## config.mk

```make
export PLATFORM = sky130hd
export DESIGN_NAME = knob_clock_edit_controller
export DESIGN_NICKNAME = d
export VERILOG_FILES = /design/src/rtl/kcec_pkg.sv /design/src/rtl/knob_clock_edit_controller.sv
export SDC_FILE = /design/constraint.sdc
export NUM_CORES = 1
export LEC_CHECK = 0
export BUFFER_PORTS_ARGS = -buffer_cell sky130_fd_sc_hd__buf_2
export CORE_ASPECT_RATIO = 1.25
export CORE_MARGIN = 8
export CORE_UTILIZATION = 41
export CTS_CLUSTER_DIAMETER = 100
export DETAILED_ROUTE_END_ITERATION = 12
export PLACE_DENSITY_LB_ADDON = 0.25
export SLEW_MARGIN = 10
export SYNTH_ARGS = -nofsm -noshare
export SYNTH_HDL_FRONTEND = slang
export SYNTH_SLANG_ARGS = --single-unit
```

## constraint.sdc

```tcl
create_clock -name clk -period 16.4 [get_ports clk]
set_clock_uncertainty 0.05 [all_clocks]
set_input_delay 4.1 -clock clk [delete_from_list [all_inputs] [get_ports clk]]
set_output_delay 4.1 -clock clk [all_outputs]
set_load 0.02 [all_outputs]
```

## src/rtl/kcec_pkg.sv

```systemverilog
package kcec_pkg;

	localparam int unsigned STATE_W = 3;
	localparam int unsigned TIME_W  = 32;
	localparam int unsigned TICKS_W = 8;

	localparam logic [TIME_W-1:0]  STEP_SECONDS     = TIME_W'(60);
	localparam logic [TICKS_W-1:0] LONG_PRESS_RESET = TICKS_W'(3);

	typedef enum logic [STATE_W-1:0] {
		ST_CLK_IDLE  = 3'd0,
		ST_CLK_PRESS = 3'd1,
		ST_CLK_LONG  = 3'd2,
		ST_EDT_IDLE  = 3'd3,
		ST_EDT_PRESS = 3'd4,
		ST_EDT_LONG  = 3'd5,
		ST_ALT       = 3'd6
	} ui_state_t;

	typedef enum logic [1:0] {
		EV_PRESS   = 2'd0,
		EV_RELEASE = 2'd1,
		EV_RIGHT   = 2'd2,
		EV_LEFT    = 2'd3
	} ui_event_t;

endpackage

```

## src/rtl/knob_clock_edit_controller.sv

```systemverilog
// Knob clock edit controller. Each input transaction is one poll of a rotary encoder with a
// push key: lines A and B, the key level, a long-press tick and the current epoch seconds.
// A change of A since the previous poll is a step (right when B differs from A, else left);
// otherwise the poll is a key-down or key-up event. The very first poll after reset only
// captures A and reports the mode with every other field zero. In clock mode a step pulses
// enter and shows the alternate display (a further step leaves it with a leave pulse); a key
// held for long_press_ticks ticks and then released enters edit mode, pulses enter and
// captures now_seconds. In edit mode a right step subtracts 60 s and a left step adds 60 s,
// each reported on shown_valid/shown_time. A short press then leaves and, if the time was
// stepped, commits it with the seconds zeroed; a long press leaves without committing. A tick
// counts in the same poll that starts the hold; long_press_ticks of 0 acts as 1. Each poll
// yields exactly one result transaction. Timing: the poll lands in an input register, the
// state machine and timer update into the result register, and a new poll is accepted
// every cycle as long as the result side keeps taking results. The seconds residue for the
// commit is folded out of the edited time itself with a short nibble sum (a step that wraps
// past 2^32 shifts the residue), followed by one 32-bit subtract. long_press_ticks may only
// be written while no poll is in flight.
module knob_clock_edit_controller (
	input  logic                         clk,
	input  logic                         arst_n,
	input  logic                         cfg_wr_en,
	input  logic [kcec_pkg::TICKS_W-1:0] cfg_wr_data,
	input  logic                         in_valid,
	output logic                         in_ready,
	input  logic                         enc_a,
	input  logic                         enc_b,
	input  logic                         key_down,
	input  logic                         tick,
	input  logic [kcec_pkg::TIME_W-1:0]  now_seconds,
	output logic                         out_valid,
	input  logic                         out_ready,
	output logic [kcec_pkg::STATE_W-1:0] mode,
	output logic                         enter_pulse,
	output logic                         leave_pulse,
	output logic                         display_clear,
	output logic                         shown_valid,
	output logic [kcec_pkg::TIME_W-1:0]  shown_time,
	output logic                         commit_valid,
	output logic [kcec_pkg::TIME_W-1:0]  commit_time
);
	import kcec_pkg::*;

	// input stage
	logic              valid_s1;
	logic              enc_a_s1;
	logic              enc_b_s1;
	logic              key_s1;
	logic              tick_s1;
	logic [TIME_W-1:0] now_s1;

	// controller state
	ui_state_t          state_q;
	logic               last_a_q;
	logic               primed_q;
	logic [TICKS_W-1:0] hold_cnt_q;
	logic               hold_on_q;
	logic               changed_q;
	logic [TIME_W-1:0]  edited_q;
	logic [TICKS_W-1:0] long_ticks_q;

	// result register
	logic              out_valid_q;
	ui_state_t         mode_q;
	logic              enter_q;
	logic              leave_q;
	logic              clear_q;
	logic              shown_v_q;
	logic [TIME_W-1:0] shown_t_q;
	logic              commit_v_q;
	logic [TIME_W-1:0] commit_t_q;

	logic advance;
	logic act;

	ui_event_t ev;
	ui_state_t st_evt;
	ui_state_t st_next;

	logic              o_enter;
	logic              o_leave;
	logic              o_clear;
	logic              o_shown;
	logic              o_commit;
	logic              capture;
	logic              timer_start;
	logic              timer_stop;
	logic [TIME_W-1:0] stepped_time;

	logic [TICKS_W-1:0] cnt_evt;
	logic               on_evt;
	logic [TICKS_W-1:0] cnt_inc;
	logic [TICKS_W-1:0] limit;
	logic               expire;

	logic [6:0] nib_sum;
	logic [4:0] fold;
	logic [3:0] rem15;
	logic [5:0] rem60;

	// advance the input stage whenever the result register is free or being taken
	assign advance  = valid_s1 && (!out_valid_q || out_ready);
	assign in_ready = !valid_s1 || advance;
	assign act      = advance && primed_q;

	always_ff @(posedge clk or negedge arst_n) begin
		if (!arst_n) begin
			valid_s1 <= 1'b0;
		end else if (in_ready) begin
			valid_s1 <= in_valid;
		end
	end

	always_ff @(posedge clk) begin
		if (in_valid && in_ready) begin
			enc_a_s1 <= enc_a;
			enc_b_s1 <= enc_b;
			key_s1   <= key_down;
			tick_s1  <= tick;
			now_s1   <= now_seconds;
		end
	end

	// event from the poll: a change on A is a step, else the key level
	always_comb begin
		if (enc_a_s1 != last_a_q) begin
			ev = (enc_b_s1 != enc_a_s1) ? EV_RIGHT : EV_LEFT;
		end else begin
			ev = key_s1 ? EV_PRESS : EV_RELEASE;
		end
	end

	// next state: poll event first, then the long-press timeout
	always_comb begin
		st_evt = state_q;
		case (state_q)
			ST_CLK_IDLE: begin
				if (ev == EV_PRESS) st_evt = ST_CLK_PRESS;
				else if (ev == EV_RIGHT || ev == EV_LEFT) st_evt = ST_ALT;
			end
			ST_CLK_PRESS: begin
				if (ev == EV_RELEASE) st_evt = ST_CLK_IDLE;
			end
			ST_CLK_LONG: begin
				if (ev == EV_RELEASE) st_evt = ST_EDT_IDLE;
			end
			ST_EDT_IDLE: begin
				if (ev == EV_PRESS) st_evt = ST_EDT_PRESS;
			end
			ST_EDT_PRESS: begin
				if (ev == EV_RELEASE) st_evt = ST_CLK_IDLE;
			end
			ST_EDT_LONG: begin
				if (ev == EV_RELEASE) st_evt = ST_CLK_IDLE;
			end
			ST_ALT: begin
				if (ev == EV_RIGHT || ev == EV_LEFT) st_evt = ST_CLK_IDLE;
			end
			default: st_evt = ST_CLK_IDLE;
		endcase

		st_next = st_evt;
		if (expire) begin
			case (st_evt)
				ST_CLK_PRESS: st_next = ST_CLK_LONG;
				ST_EDT_PRESS: st_next = ST_EDT_LONG;
				default:      st_next = st_evt;
			endcase
		end
	end

	// per-poll actions of the state machine
	always_comb begin
		o_enter     = 1'b0;
		o_leave     = 1'b0;
		o_clear     = 1'b0;
		o_shown     = 1'b0;
		o_commit    = 1'b0;
		capture     = 1'b0;
		timer_start = 1'b0;
		timer_stop  = 1'b0;
		case (state_q)
			ST_CLK_IDLE: begin
				if (ev == EV_PRESS) begin
					timer_start = 1'b1;
				end else if (ev == EV_RIGHT || ev == EV_LEFT) begin
					o_enter = 1'b1;
					o_clear = 1'b1;
				end
			end
			ST_CLK_PRESS: begin
				timer_stop = (ev == EV_RELEASE);
			end
			ST_CLK_LONG: begin
				if (ev == EV_RELEASE) begin
					o_enter = 1'b1;
					capture = 1'b1;
				end
			end
			ST_EDT_IDLE: begin
				if (ev == EV_PRESS) timer_start = 1'b1;
				else if (ev == EV_RIGHT || ev == EV_LEFT) o_shown = 1'b1;
			end
			ST_EDT_PRESS: begin
				if (ev == EV_RELEASE) begin
					timer_stop = 1'b1;
					o_leave    = 1'b1;
					o_commit   = changed_q;
				end
			end
			ST_EDT_LONG: begin
				o_leave = (ev == EV_RELEASE);
			end
			ST_ALT: begin
				o_leave = (ev == EV_RIGHT || ev == EV_LEFT);
			end
			default: begin
				o_leave = 1'b0;
			end
		endcase
	end

	assign stepped_time = (ev == EV_RIGHT) ? edited_q - STEP_SECONDS
	                                       : edited_q + STEP_SECONDS;

	// hold timer: event effect, then the tick (saturating count)
	always_comb begin
		cnt_evt = hold_cnt_q;
		on_evt  = hold_on_q;
		if (timer_start) begin
			cnt_evt = '0;
			on_evt  = 1'b1;
		end else if (timer_stop) begin
			cnt_evt = '0;
			on_evt  = 1'b0;
		end
		cnt_inc = (&cnt_evt) ? cnt_evt : cnt_evt + TICKS_W'(1);
		limit   = (long_ticks_q == '0) ? TICKS_W'(1) : long_ticks_q;
		expire  = tick_s1 && on_evt && (cnt_inc >= limit);
	end

	// seconds residue of the edited time: x mod 60 = 4 * ((x >> 2) mod 15) + x[1:0],
	// and the mod 15 is a nibble sum since 16 leaves 1
	always_comb begin
		nib_sum = 7'(edited_q[5:2]) + 7'(edited_q[9:6]) + 7'(edited_q[13:10])
		        + 7'(edited_q[17:14]) + 7'(edited_q[21:18]) + 7'(edited_q[25:22])
		        + 7'(edited_q[29:26]) + 7'(edited_q[31:30]);
		fold    = 5'(nib_sum[3:0]) + 5'(nib_sum[6:4]);
		rem15   = (fold >= 5'd15) ? 4'(fold - 5'd15) : fold[3:0];
		rem60   = {rem15, edited_q[1:0]};
	end

	always_ff @(posedge clk or negedge arst_n) begin
		if (!arst_n) begin
			long_ticks_q <= LONG_PRESS_RESET;
		end else if (cfg_wr_en) begin
			long_ticks_q <= cfg_wr_data;
		end
	end

	always_ff @(posedge clk or negedge arst_n) begin
		if (!arst_n) begin
			state_q    <= ST_CLK_IDLE;
			last_a_q   <= 1'b0;
			primed_q   <= 1'b0;
			hold_cnt_q <= '0;
			hold_on_q  <= 1'b0;
			changed_q  <= 1'b0;
			edited_q   <= '0;
		end else if (advance) begin
			last_a_q <= enc_a_s1;
			primed_q <= 1'b1;
			if (primed_q) begin
				state_q <= st_next;
				if (expire) begin
					hold_cnt_q <= '0;
					hold_on_q  <= 1'b0;
				end else if (tick_s1 && on_evt) begin
					hold_cnt_q <= cnt_inc;
					hold_on_q  <= on_evt;
				end else begin
					hold_cnt_q <= cnt_evt;
					hold_on_q  <= on_evt;
				end
				if (capture) begin
					changed_q <= 1'b0;
					edited_q  <= now_s1;
				end else if (o_shown) begin
					changed_q <= 1'b1;
					edited_q  <= stepped_time;
				end
			end
		end
	end

	// result register: hold while the consumer stalls
	always_ff @(posedge clk or negedge arst_n) begin
		if (!arst_n) begin
			out_valid_q <= 1'b0;
		end else if (!out_valid_q || out_ready) begin
			out_valid_q <= valid_s1;
		end
	end

	always_ff @(posedge clk) begin
		if (advance) begin
			mode_q     <= primed_q ? st_next : state_q;
			enter_q    <= act && o_enter;
			leave_q    <= act && o_leave;
			clear_q    <= act && o_clear;
			shown_v_q  <= act && o_shown;
			shown_t_q  <= (act && o_shown) ? stepped_time : '0;
			commit_v_q <= act && o_commit;
			commit_t_q <= (act && o_commit) ? edited_q - TIME_W'(rem60) : '0;
		end
	end

	assign out_valid     = out_valid_q;
	assign mode          = mode_q;
	assign enter_pulse   = enter_q;
	assign leave_pulse   = leave_q;
	assign display_clear = clear_q;
	assign shown_valid   = shown_v_q;
	assign shown_time    = shown_t_q;
	assign commit_valid  = commit_v_q;
	assign commit_time   = commit_t_q;

endmodule

```

==> out/metrics.cfg, run 1 <==
[yosys]
yosys.area_share.simple_pct=14.84
syn_area_per_cell_um2=10.32
synthTopCellsByArea=edfxtp_1 (33%), dfrtp_1 (14%), ha_1 (6.8%), fa_1 (4.7%), a21oi_1 (3.7%)
synthArstFlopShare_pct=34.97
synth_mux_area_share_pct=0.6810
yosysSeqAreaShare_pct=47.36
synth_ff_type=edfxtp_1
synthesis.area_mm2=0.009738
yosysTopAreaCell=edfxtp_1
synth_edf_count=106
synth_top_area_share_pct=32.69
synth_top_family_by_area=compound AO/OA/AOI/OAI gates
synth-xor-area-share_pct=5.563
synth_compound_area_share_pct=15.55
synthAdderAreaFrac_pct=11.54
syn_inst=944
ys_types=73
yosys_warnings=0
ys_seq_elements=163

[layout]
fin_nets=1177
stdcell_count=1357
fillCellCount=2254
fin_util_pct=47.51
antenna_cells=0
drive_above_1_share_pct=17.56
area_growth_pct=14.98

[routing]
wl_per_cell_um=18.08
viasPerCell=5.399
ant_nets=0
vias=7327
first_iter_violations=343
drtPass1Iterations=5
drcViolationCount=0
wirelength_um=24530

[run]
drv_cap=0

[global_route]
met3_usage_pct=3.553
grtUsageTotal_pct=17.42
antenna_found_initial=0
grt_max_degree=72
grt_use_met2_pct=30.88
met1_usage_pct=20.54
grt.overflow.total=0
grt_pass1_wl_um=39810
grt_pass1_vias=7456
grt-busiest-layer=met2

[setup_path]
worstPathArrival_ns=4.55
cp_top_family=buffers and inverters
worstSetupEndpointType=primary output
max_stage_delay_ns=0.18
worstSetupPathType=in2out
worstPathRequired_ns=12.25
cpMostUsedCell=buf_2
slowest_stage=nand3b_1
cp_max_fo=3
path_buf_inv=2
start_kind=input pin
cp_cell_sequence=buf_2 > nand3b_1 > buf_2

[clock_tree]
cts-buffers-inserted=17
insertion_delay_ns=0.44
post_cts_resized=0
cts.sinks=163
hold_buffers=0
cts_tree=done
clockBufferDepth=2
clkTransAtPathRegs_ns=0.07
htree_levels=4
cts-root-buf=clkbuf_16
post_cts_buffers=0

[placed_design]
io_buffers=120
post-place-ws_ns=7.695
place_hpwl_um=18380
place_inst=1325
gp_congestion=0.8889

[floorplanning]
dieArea_mm2=0.02897
initial_core_util_pct=41.32
core_area_mm2=0.02357
die_h_um=188.3
ios=123
chipWidth_um=153.8
rows=63

[sta]
worstMarginPinSlew_ns=1.221
drv_slew=0
rsz0062_at_grt=false
final.setup.worst_slack_ns=7.697
setup_tns_ns=0
period_share_pct=53.06
maxSlewHeadroom_pct=18.28
max_freq_mhz=114.9
setup_violations=0
period_minus_slack_ns=8.703
final_hold_viol_count=0

[status]
status=complete, no violations

[hold_path]
hp-class=reg2reg

worst register-to-register path, cell delays in order (launching register included):
cell and delay (ns):
dfrtp_1 0.50, inv_1 0.12, fa_1 0.54, inv_1 0.06, fa_1 0.51, fa_1 0.54, inv_1 0.05, fa_1 0.49
inv_1 0.04, ha_1 0.22, fa_1 0.40, a21o_1 0.19, a21oi_1 0.17, xnor2_1 0.17, inv_1 0.09, fa_1 0.46
xnor2_1 0.28, o21ai_0 0.14, o21ai_0 0.46, xor2_1 0.24, ha_1 0.28, o21a_1 0.19, o21a_1 0.20, o21ai_0 0.49
nand4_2 0.18, or2_1 0.33, o41ai_1 0.27, a21oi_1 0.11
metrics by stage:
step	hold WS, ns	cell area [um^2]
6_report	0.4244	11200
5_1_grt	0.4382	11200
4_1_cts	0.4285	11200
3_5_place_dp	0.4163	10590
3_3_place_gp	0.4232	10590
2_1_floorplan	0.3925	9742
synth_stat cells (all sizes together), types with 7 or more instances:
master,instances
edfxtp,106
nor2,94
a21oi,72
nand2,70
inv,65
o21ai,56
dfrtp,55
ha,53
xnor2,35
clkbuf,30
xor2,26
and3,23
fa,23
a21o,20
nor3,20
nand3,18
nand4,13
nor2b,13
o21a,12
a31oi,10
buf,10
nand2b,10
o22ai,9
o211ai,8
a211o,7
routing by layer:
metal,wire (um),vias to the layer above
met4,486,0
met2,12660,175
li1,-,3620
met3,975,29
met1,10410,3503
met5,0,-
flip-flops by register name (all words and copies together), names as in the netlist, 3 cells and up:
name / cells
edited_q: 32
mode: 3
state_q: 3
commit_time: 30
now_s1: 32
long_ticks_q: 8
hold_cnt_q: 8
shown_time: 32
area by class of cell:
cell class / count / area [um^2] / share of cell area (%)
Sequential cell: 163 / 4612 / 41.19
Multi-Input combinational cell: 676 / 4708 / 42.05
Clock inverter: 11 / 152.6 / 1.363
Inverter: 66 / 247.7 / 2.213
Clock buffer: 21 / 450.4 / 4.023
Timing Repair Buffer: 128 / 660.6 / 5.900
Tap cell: 292 / 365.4 / 3.263
cells by family after synthesis:
kind of cell | Yosys count
buffers and inverters | 106
AND/OR/NAND/NOR | 293
flip-flops | 163
adder cells (fa/ha/maj) | 76
AO/OA/AOI/OAI | 238
other | 1
XOR/XNOR | 61
multiplexers | 6
cell usage in the layout (no fill, tap or decap), types with 5 or more instances in the layout:
cell / Yosys / routed
a211o_1: 7 / 7
o22ai_1: 9 / 9
xnor2_1: 35 / 35
nand4_1: 12 / 12
clkbuf_16: 0 / 17
nand3_1: 18 / 18
o21a_1: 12 / 12
nand2b_1: 9 / 9
nand2_1: 70 / 70
buf_2: 3 / 120
nor2_1: 90 / 90
and2_1: 6 / 5
fa_1: 23 / 23
a21o_1: 20 / 20
or3_1: 5 / 5
mux2_2: 5 / 5
xor2_1: 25 / 25
nor3_1: 19 / 18
ha_1: 53 / 53
dfrtp_1: 55 / 55
o21ai_0: 53 / 53
inv_1: 65 / 64
buf_4: 2 / 8
a41oi_1: 5 / 5
nor2b_1: 13 / 13
and3_1: 22 / 22
a31oi_1: 10 / 10
nor4_1: 5 / 5
o211ai_1: 8 / 8
edfxtp_1: 106 / 106
a21oi_1: 72 / 72
final timing paths:
kind | from | to | slack [ns] | depth (start not counted)
hold / removal | now_s1[1]$_DFFE_PP_ | edited_q[1]$_DFFE_PN0P_ | 0.42 | 1
setup / recovery | out_ready | in_ready | 7.70 | 3
max in group asynchronous | arst_n | edited_q[2]$_DFFE_PN0P_ | 11.98 | 2
setup reg to reg | edited_q[3]$_DFFE_PN0P_ | commit_time[29]$_SDFFCE_PN0P_ | 8.36 | 27
hold reg to reg | now_s1[1]$_DFFE_PP_ | edited_q[1]$_DFFE_PN0P_ | 0.42 | 1
min in group asynchronous | arst_n | state_q[0]$_DFFE_PN0P_ | 3.78 | 2
Power of run 1 is not shown: default switching activity piles up to over one toggle a cycle in this logic, so the estimate is an artifact.
==> run 2, diff against run 1 <==
clock period = 7.15 ns   (was 16.4 ns; I/O delays follow)
==> run 2 against run 1 <==
Net effect: die area did not move; design area is 4.0% higher; hold slack improved by 0.0091 ns; utilization rose by 1.9 points; first-iteration DRC count rose by 35%; critical path type is now reg2reg.
==> out/metrics.cfg, run 2 (same netlist as run 1, synthesis figures left out) <==
[clock_tree]
cts.sinks=163  ; unchanged
clockBufferDepth=2  ; unchanged
cts-root-buf=clkbuf_16  ; unchanged
cts-buffers-inserted=17  ; unchanged
hold_buffers=0  ; unchanged
htree_levels=4  ; unchanged
insertion_delay_ns=0.44  ; about the same
clkTransAtPathRegs_ns=0.07  ; about the same
cts_tree=done  ; unchanged

[floorplanning]
initial_core_util_pct=41.32  ; unchanged
die_h_um=188.3  ; unchanged
rows=63  ; unchanged
dieArea_mm2=0.02897  ; unchanged
chipWidth_um=153.8  ; unchanged
core_area_mm2=0.02357  ; unchanged
ios=123  ; unchanged

[hold_path]
min_from=now_s1[0]$_DFFE_PP_  ; was now_s1[1]$_DFFE_PP_
hp-class=reg2reg  ; unchanged
hold_depth=1  ; unchanged
holdPathEnd=edited_q[0]$_DFFE_PN0P_  ; was edited_q[1]$_DFFE_PN0P_

[layout]
drive_above_1_share_pct=23.31  ; was 17.56%
seqCellArea_mm2=0.004613  ; was 0.004612 mm^2
fin_util_pct=49.41  ; was 47.51%
fillCellCount=2138  ; was 2254
layout_commonest_cell=buf_2  ; unchanged
final_cell_mix=buf_2 (120), edfxtp_1 (106), nor2_1 (90)  ; unchanged
antenna_cells=0  ; unchanged
area_growth_pct=19.58  ; was 14.98%
multi_input_area_mm2=0.004823  ; was 0.004708 mm^2
fin_nets=1219  ; was 1177

[sta]
period_minus_slack_ns=6.884
drv_slew=0  ; unchanged
period_share_pct=96.28
setup_violations=0  ; unchanged
holdWs_ns=0.4336  ; was 0.4244 ns
final_hold_viol_count=0  ; unchanged
worstMarginPinSlew_ns=0.9606  ; was 1.221 ns
max_freq_mhz=145.3
rsz0062_at_grt=true  ; was false
maxSlewHeadroom_pct=35.96  ; was 18.28%

[routing]
wirelength_um=25940  ; was 24530 um
vias=7619  ; was 7327
first_iter_violations=463  ; was 343
drtPass1Iterations=5  ; unchanged
viasPerCell=5.446  ; was 5.399
ant_nets=0  ; unchanged
wl_per_cell_um=18.54  ; was 18.08 um
drcViolationCount=0  ; unchanged

[global_route]
grt_max_degree=72  ; unchanged
met3_usage_pct=3.484  ; was 3.553%
antenna_found_initial=0  ; unchanged
grt_pass1_vias=7744  ; was 7456
grtUsageTotal_pct=18.18  ; was 17.42%
met1_usage_pct=21.62  ; was 20.54%
grt-busiest-layer=met2  ; unchanged
grt_use_met2_pct=32.52  ; was 30.88%
grt.overflow.total=0  ; unchanged
grt_pass1_wl_um=41290  ; was 39810 um

[setup_path]
start_kind=flip-flop  ; was input pin
cp_top_family=adder cells  ; was buffers and inverters
worstPathArrival_ns=7.02  ; was 4.55 ns
cp_max_fo=5  ; was 3
max_stage_delay_ns=0.55  ; was 0.18 ns
rrSetupSlack_ns=0.27  ; was 8.36 ns
r2r_end=commit_time[30]$_SDFFCE_PN0P_  ; was commit_time[29]$_SDFFCE_PN0P_
cpMostUsedCell=fa_1  ; was buf_2
worstPathRequired_ns=7.28  ; was 12.25 ns
reg2reg_depth=30  ; was 27
worst-path-stages=30  ; was 3
worstSetupEndpointType=flip-flop  ; was primary output
slowest_stage=fa_1  ; was nand3b_1
worstSetupPathType=reg2reg  ; was in2out
path_buf_inv=7  ; was 2
rr_startpoint=edited_q[7]$_DFFE_PN0P_  ; was edited_q[3]$_DFFE_PN0P_

[placed_design]
io_buffers=120  ; unchanged
gp_congestion=0.9058  ; was 0.8889
place_hpwl_um=19520  ; was 18380 um

[run]
drv_cap=0  ; unchanged

[status]
status=complete, no violations  ; unchanged

run 2: changes by cell type in the layout (fill, tap and decap cells not counted), moves of 3 or more:
cell,before,now
inv_2,1,11
clkbuf_1,3,0
buf_4,8,49
inv_1,64,54
o21ai_2,1,4
o21ai_0,53,50
ha_1,53,49
run 2: worst max path at each step:
stage	slack, ns	start	endpoint
after floorplan	0.08	edited_q[3]$_DFFE_PN0P_	commit_time[30]$_SDFFCE_PN0P_
after global placement	0.08	edited_q[3]$_DFFE_PN0P_	commit_time[30]$_SDFFCE_PN0P_
after detailed placement	-0.11	edited_q[3]$_DFFE_PN0P_	commit_time[29]$_SDFFCE_PN0P_
after CTS	0.02	edited_q[3]$_DFFE_PN0P_	commit_time[30]$_SDFFCE_PN0P_
after global routing	-0.04	edited_q[5]$_DFFE_PN0P_	commit_time[29]$_SDFFCE_PN0P_
final	0.27	edited_q[7]$_DFFE_PN0P_	commit_time[30]$_SDFFCE_PN0P_
run 2: timing repair:
action,CTS,global route
pin swaps,4,27
resized for setup,5,29
buffers inserted,0,6
endpoints found under the setup margin,8,24
run 2: area by class of cell:
cell class / instances / share of cell area, %
Multi-Input combinational cell: 676 / 41.42
Sequential cell: 163 / 39.62
Timing Repair Buffer: 170 / 8.413
Clock buffer: 18 / 3.771
Tap cell: 292 / 3.137
Inverter: 66 / 2.127
Clock inverter: 14 / 1.515
run 2: metal layers:
metal | vias to the layer above | share of wire [%]
li1 | 3703 | -
met1 | 3672 | 42
met2 | 212 | 51
met3 | 32 | 4.5
met4 | 0 | 1.7
met5 | - | 0
run 2: per-stage QoR:
stage | setup WS, ns | cell area (um^2) | cells | setup TNS, ns
floorplan | 0.07976 | 9742 | 945 | 0
global placement | 0.08337 | 10860 | 1361 | 0
detailed placement | -0.1150 | 10860 | 1361 | -0.4085
CTS | 0.01947 | 11500 | 1393 | 0
global route | -0.03565 | 11640 | 1399 | -0.07548
finish | 0.2660 | 11640 | 1399 | 0
Power of run 2 is left out for the same reason.
